<file path="src/design/mdm_ram.sv">
module mdm_ram #(
	parameter int WIDTH = 8,
	parameter int DEPTH = 128
) (
	input  logic                     clk,
	input  logic                     we,
	input  logic [$clog2(DEPTH)-1:0] waddr,
	input  logic [WIDTH-1:0]         wdata,
	input  logic [$clog2(DEPTH)-1:0] raddr,
	output logic [WIDTH-1:0]         rdata
);

	logic [WIDTH-1:0] mem [DEPTH];

	always_ff @(posedge clk) begin
		if (we) begin
			mem[waddr] <= wdata;
		end
		rdata <= mem[raddr];
	end

endmodule

</file>
<file path="config.mk">
export PLATFORM = sky130hd
export DESIGN_NAME = mdm_ram
export DESIGN_NICKNAME = d
export VERILOG_FILES = /design/src/design/mdm_ram.sv
export SDC_FILE = /design/constraint.sdc
export NUM_CORES = 1
export LEC_CHECK = 0
export ABC_CLOCK_PERIOD_IN_PS = 5500
export BUFFER_PORTS_ARGS = -buffer_cell sky130_fd_sc_hd__buf_2
export CORE_ASPECT_RATIO = 0.8
export CORE_MARGIN = 1.5
export CORE_UTILIZATION = 28
export DETAILED_ROUTE_END_ITERATION = 16
export REMOVE_ABC_BUFFERS = 1
export SYNTH_ARGS = -nofsm -noshare
export SYNTH_HDL_FRONTEND = slang
export SYNTH_SLANG_ARGS = --single-unit
</file>
<file path="constraint.sdc">
create_clock -name clk -period 5.5 [get_ports clk]
set_input_delay 0.275 -clock clk [delete_from_list [all_inputs] [get_ports clk]]
set_output_delay 0.275 -clock clk [all_outputs]
set_load 0.01 [all_outputs]
</file>
==> results of run 1 <==
-- per-stage QoR --
stage	cells	worst slack [ns]	instance area, sq um
2_1_floorplan	1546	3.43	39300
3_3_place_gp	3485	1.85	42200
3_5_place_dp	3485	1.85	42200
4_1_cts	3657	2.58	45200
5_1_grt	3661	2.44	45200
6_report	3662	2.56	45200
-- final timing paths --
path | end | depth (start not counted)
worst min-delay path | mem[0][1]$_DFFE_PP_ | 1
worst max-delay path | rdata[7]$_DFF_P_ | 7
worst min register to register | rdata[5]$_DFF_P_ | 4
worst max register to register | rdata[7]$_DFF_P_ | 4
-- cells by family after synthesis --
| group | count (synthesis) | synth area share, % |
|---|---|---|
| and+or+nand+nor | 170 | 1.76 |
| buffers and inverters | 89 | 1.01 |
| muxes | 344 | 19.3 |
| DFF | 1032 | 77.9 |
-- routing by layer --
metal  vias to the layer above  GRT usage (%)  wire, um
met2                       791           18.9     41900
met4                         6           3.17      2060
met1                      9618           18.7     40800
met5                         -          0.915        34
li1                       7173              -         -
met3                       131           4.76     10100
-- state kept, by name, summed over array words and instances (netlist names) --
signal	cells
mem	1024
rdata	8
-- power breakdown --
part           switching (mW)  internal [mW]
Combinational           0.500          0.320
Clock                    2.89           3.63
Sequential             0.0222           8.68
Total                    3.41           12.6
-- synth_stat cells --
cell type / instances
nor3_1: 9
buf_1: 18
mux2_2: 8
buf_4: 11
nand2b_1: 2
nor2b_1: 7
nand3_1: 12
buf_2: 15
nand4_1: 3
mux4_2: 336
or3_1: 1
clkbuf_1: 44
nand2_1: 14
edfxtp_1: 1024
buf_6: 1
nor2_1: 122
dfxtp_1: 8
-- worst reg2reg max path, stage by stage, from the launching register on --
cell      delay, ns
edfxtp_1       0.38
mux4_2         0.54
mux4_2         0.62
mux4_2         0.53
mux2_2         0.29
-- cell type report --
type | instances | area [sq um] | area share (%)
Timing Repair Buffer | 64 | 536 | 1.18
Clock inverter | 61 | 528 | 1.17
Multi-Input combinational cell | 514 | 8380 | 18.5
Antenna cell | 5 | 12.5 | 0.0277
Tap cell | 1875 | 2350 | 5.19
Sequential cell | 1032 | 30900 | 68.4
Clock buffer | 111 | 2500 | 5.53
==> out/qor.csv, run 1 <==
metric,value,unit
outcome,finished clean,
synth_area,39700,sq um
antenna_found_initial,15,
hp-start,wdata[1],
worstMarginPinSlew,1.20,ns
relSlewSlack,20.0,%
clockRootBuffer,clkbuf_16,
grtUsageTotal,13.1,%
gp_congestion,0.787,
die_y,340,um
ant_nets,0,
total_power,16.0,mW
cts.sinks,1032,
rsz0062_at_grt,false,
start_kind,primary input,
fin_nets,1730,
wl_per_cell,25.9,um
grt_max_degree,85,
power_density,355,nW/um^2
synthTopCellsByArea,"edfxtp_1 78%, mux4_2 19%, nor2_1 1.2%",
start_util,28.2,%
yosys.area.top_type,edfxtp_1,
cts_tree,done,
dp_hpwl,57400,um
worstReg2RegStart,mem[21][7]$_DFFE_PP_,
io_buffers,31,
finalMaxSlewViolations,0,
cts_resized,0,
core,141000,sq um
worstPathRequired,6.07,ns
htree_levels,3,
finalClockSkew,0.0208,ns
fill_cells,13200,
die-width,424,um
startpoint,raddr[0],
clkLatencyLatePin,0.68,ns
cp_common_cell,mux4_2,
clock_path_buffers,3,
dieArea,144000,sq um
critical_path_buf_inv_count,3,
dr.pass1.iters,5,
drive_gt1_share,31.1,%
yosys.area.top_type_share,77.5,%
final_common_cell,edfxtp_1,
drt_wl_total,94900,um
final.setup.tns,0,ns
cap_viol_max_count,0,
post-route-min-period,2.94,ns
hold_ws,0.119,ns
hp-class,in2reg,
postCtsSetupBuffers,0,
row_count,123,
area_growth,14.0,%
yosys_warnings,0,
grt_pass1_vias,18000,
avgSynthCellArea,24.3,sq um
criticalPathCategory,in2reg,
setup_viol,0,
max_freq,0.340,GHz
utilization,32.1,%
max_stage_delay,0.61,ns
syn_inst,1635,
slowest_stage,mux4_2,
top_level_ports,32,
critPathMaxFanout,51,
most-common-layout-cells,"1024 x edfxtp_1, 336 x mux4_2, 122 x nor2_1",
ys_seq_elements,1032,
path_clk_slew,0.06,ns
cts_buffers,94,
min_period_over_period,53.5,%
drt-initial-drc-count,1993,
grt_pass1_wl,136000,um
cp.arrival,3.51,ns
cpLargestDelayFamily,multiplexers,
final-hold-violation-count,0,
holdBufCountCts,0,
vias_per_cell,4.84,
endpoint_kind,flop,
yosysSeqAreaShare,77.9,%
crit_chain,buf_8 > buf_12 > buf_4 > mux4_2 > mux4_2 > mux4_2 > mux2_2,
ff2ff_setup_slack,3.05,ns
drc_errors,0,
vdd.ir_drop.worst,0.228,mV
grt-ovfl-total,0,
p_leak,13.4,nW
vias,17700,
yosysUniqueCellTypes,17,
Note: power is estimated with default switching activity, not from simulation.
==> run 2, diff against run 1 <==
ABC_AREA = 1   (was default)
ABC_CLOCK_PERIOD_IN_PS = 2800   (was 5500)
clock period = 2.8 ns   (was 5.5 ns; I/O delays follow)
==> run 2 against run 1 <==
  * Final cell count grew 55%
  * Clock-buffer cell count is 9 higher
  * Wire length up 23%
  * First-iteration DRC count grew 64%
  * Sequential share of layout area fell by 3.6 points
  * Worst hold slack got worse by 0.088 ns
  * Design area increased by 5.6%
  * Die area increased by 6.1%
  * Largest power group unchanged
==> out/qor.csv, run 2 <==
metric,value,unit
ys_seq_elements,1032,
power_density,666,nW/um^2
dieArea,153000,sq um
grt_pass1_wl,174000,um
most-common-layout-cells,"1215 x nand2_1, 1024 x edfxtp_1, 931 x nand3_1",
layoutNonFillerInstCount,5675,
worstMarginPinSlew,1.04,ns
endpoint_kind,flop,
cts_tree,done,
crit_chain,clkbuf_8 > inv_8 > buf_12 > nand3_1 > nand3_1 > nand3_1 > nand2_1 > nand2_1 > nand3_1 > nand2_1 > nand2_1 > nand2_1,
path_clk_slew,0.06,ns
top_regs,"mem: 1024 flops, rdata: 8 flops",
wl_per_cell,20.6,um
drive_gt1_share,7.92,%
finalMaxSlewViolations,0,
cp_common_cell,nand2_1,
yosysUniqueCellTypes,14,
place_ws,0.286,ns
relSlewSlack,30.4,%
outcome,finished clean,
synth_edf_count,1024,
final.setup.tns,0,ns
max_stage_delay,0.36,ns
yosysSeqAreaShare,73.4,%
synthTopCellsByArea,"edfxtp_1 73%, nand3_1 11%, nand2_1 11%",
drc_errors,0,
worstPathRequired,3.37,ns
clock_path_buffers,3,
avgSynthCellArea,11.8,sq um
core,150000,sq um
synthFlopType,edfxtp_1,
cpLargestDelayFamily,simple AND/OR/NAND/NOR gates,
die_y,350,um
grt_pass1_vias,26300,
dpl.cell_count,5500,
setup_ws,0.973,ns
postCtsSetupBuffers,0,
vias,27500,
max_freq,0.547,GHz
final-hold-violation-count,0,
ant_nets,0,
largest_register,mem,
start_util,28.2,%
dr.pass1.iters,6,
place_area,44800,sq um
min_period_over_period,65.2,%
vias_per_cell,4.85,
gp_congestion,0.843,
criticalPathCategory,in2reg,
htree_levels,3,
hp-class,in2reg,
post-route-min-period,1.83,ns
top_level_ports,32,
synth_commonest_cells,"1215 x nand2_1, 1024 x edfxtp_1, 931 x nand3_1",
rsz0062_at_grt,false,
final_common_cell,nand2_1,
finalClockSkew,0.0142,ns
grt_max_degree,134,
row_count,127,
fin_nets,3624,
yosys.area.top_type_share,73.0,%
clockRootBuffer,clkbuf_16,
grt-ovfl-total,0,
critPathMaxFanout,84,
fill_cells,14900,
cts.sinks,1032,
slowest_stage,buf_12,
p_leak,16.5,nW
dp_hpwl,69000,um
synthArstFlopShare,0,%
start_kind,primary input,
yosys_warnings,0,
yosys.area.top_type,edfxtp_1,
cts_buffers,94,
drt-initial-drc-count,3275,
vdd.ir_drop.worst,0.503,mV
synth_area,42100,sq um
cts_resized,0,
area_growth,13.4,%
design_area,47700,sq um
cp.arrival,2.39,ns
setup_viol,0,
die-width,437,um
largest_reg_flops,1024,
antenna_found_initial,4,
io_buffers,31,
grtUsageTotal,15.0,%
syn_inst,3575,
yosys.cell_count.top_type,nand2_1,
cap_viol_max_count,0,
critical_path_buf_inv_count,3,
clkLatencyLatePin,0.68,ns
holdBufCountCts,3,
drt_wl_total,117000,um
run 2: changes by cell type after synthesis, moves of 3 or more:
cell and delta:
buf_4 +29, buf_1 -4, buf_2 +106, nand2_1 +1201
inv_1 +21, nand4_1 -3, mux2_2 -8, clkbuf_1 -10
nor2_1 +12, buf_6 +21, mux4_2 -336, nor2b_1 -7
nand3_1 +919
run 2: final timing paths:
kind,from,to,slack [ns],cells past startpoint
setup / recovery,raddr[1],rdata[2]$_DFF_P_,0.97,12
hold / removal,wdata[2],mem[103][2]$_DFFE_PP_,0.03,1
setup reg to reg,mem[15][6]$_DFFE_PP_,rdata[6]$_DFF_P_,1.12,10
hold reg to reg,mem[64][5]$_DFFE_PP_,rdata[5]$_DFF_P_,0.94,10
run 2: worst reg2reg max path, delay by kind of cell (launching register included):
kind,cells,cell delay (ns)
flops,1,0.35
simple gates,10,1.22
run 2: power by group:
part           internal (mW)  leakage [nW]  switching (mW)
Combinational          0.520          5.81            1.57
Sequential              17.0          9.27          0.0405
Clock                   6.92          1.43            5.71
Total                   24.5          16.5            7.32
run 2: stage by stage:
step / utilization (%) / total power, mW / hold slack [ns]
2_1_floorplan: - / 18.3 / 0.239
3_3_place_gp: 29.9 / 19.5 / 0.576
3_5_place_dp: 29.9 / 19.5 / 0.572
4_1_cts: 31.9 / 32.0 / 0.00344
5_1_grt: 31.9 / 32.7 / 0.0240
6_report: 31.9 / 31.8 / 0.0311
run 2: area by class of cell:
cell class	count	area, sq um	share of cell area, %
diodes	2	5.00	0.0105
clock buffers	120	2560	5.37
clock inverters	50	370	0.776
inverters	24	116	0.244
multi-input cells	2288	9760	20.5
flip-flops and latches	1032	30900	64.7
well taps	1999	2500	5.24
repair buffers	160	1510	3.16
run 2: cell families (layout without fill, tap and decap cells):
family | count (synthesis) | count (layout) | share of synthesized area [%]
other | 0 | 2 | 0
flip-flops | 1032 | 1032 | 73.4
buffers and inverters | 255 | 354 | 3.40
AND/OR/NAND/NOR | 2288 | 2288 | 23.2
run 2: layer usage:
layer / up-vias / global-route usage, % / wire (um)
met3: 159 / 3.12 / 10200
met2: 1158 / 21.8 / 50200
met5: - / 0 / 0
li1: 12600 / - / -
met4: 0 / 3.94 / 2680
met1: 13600 / 22.5 / 53700
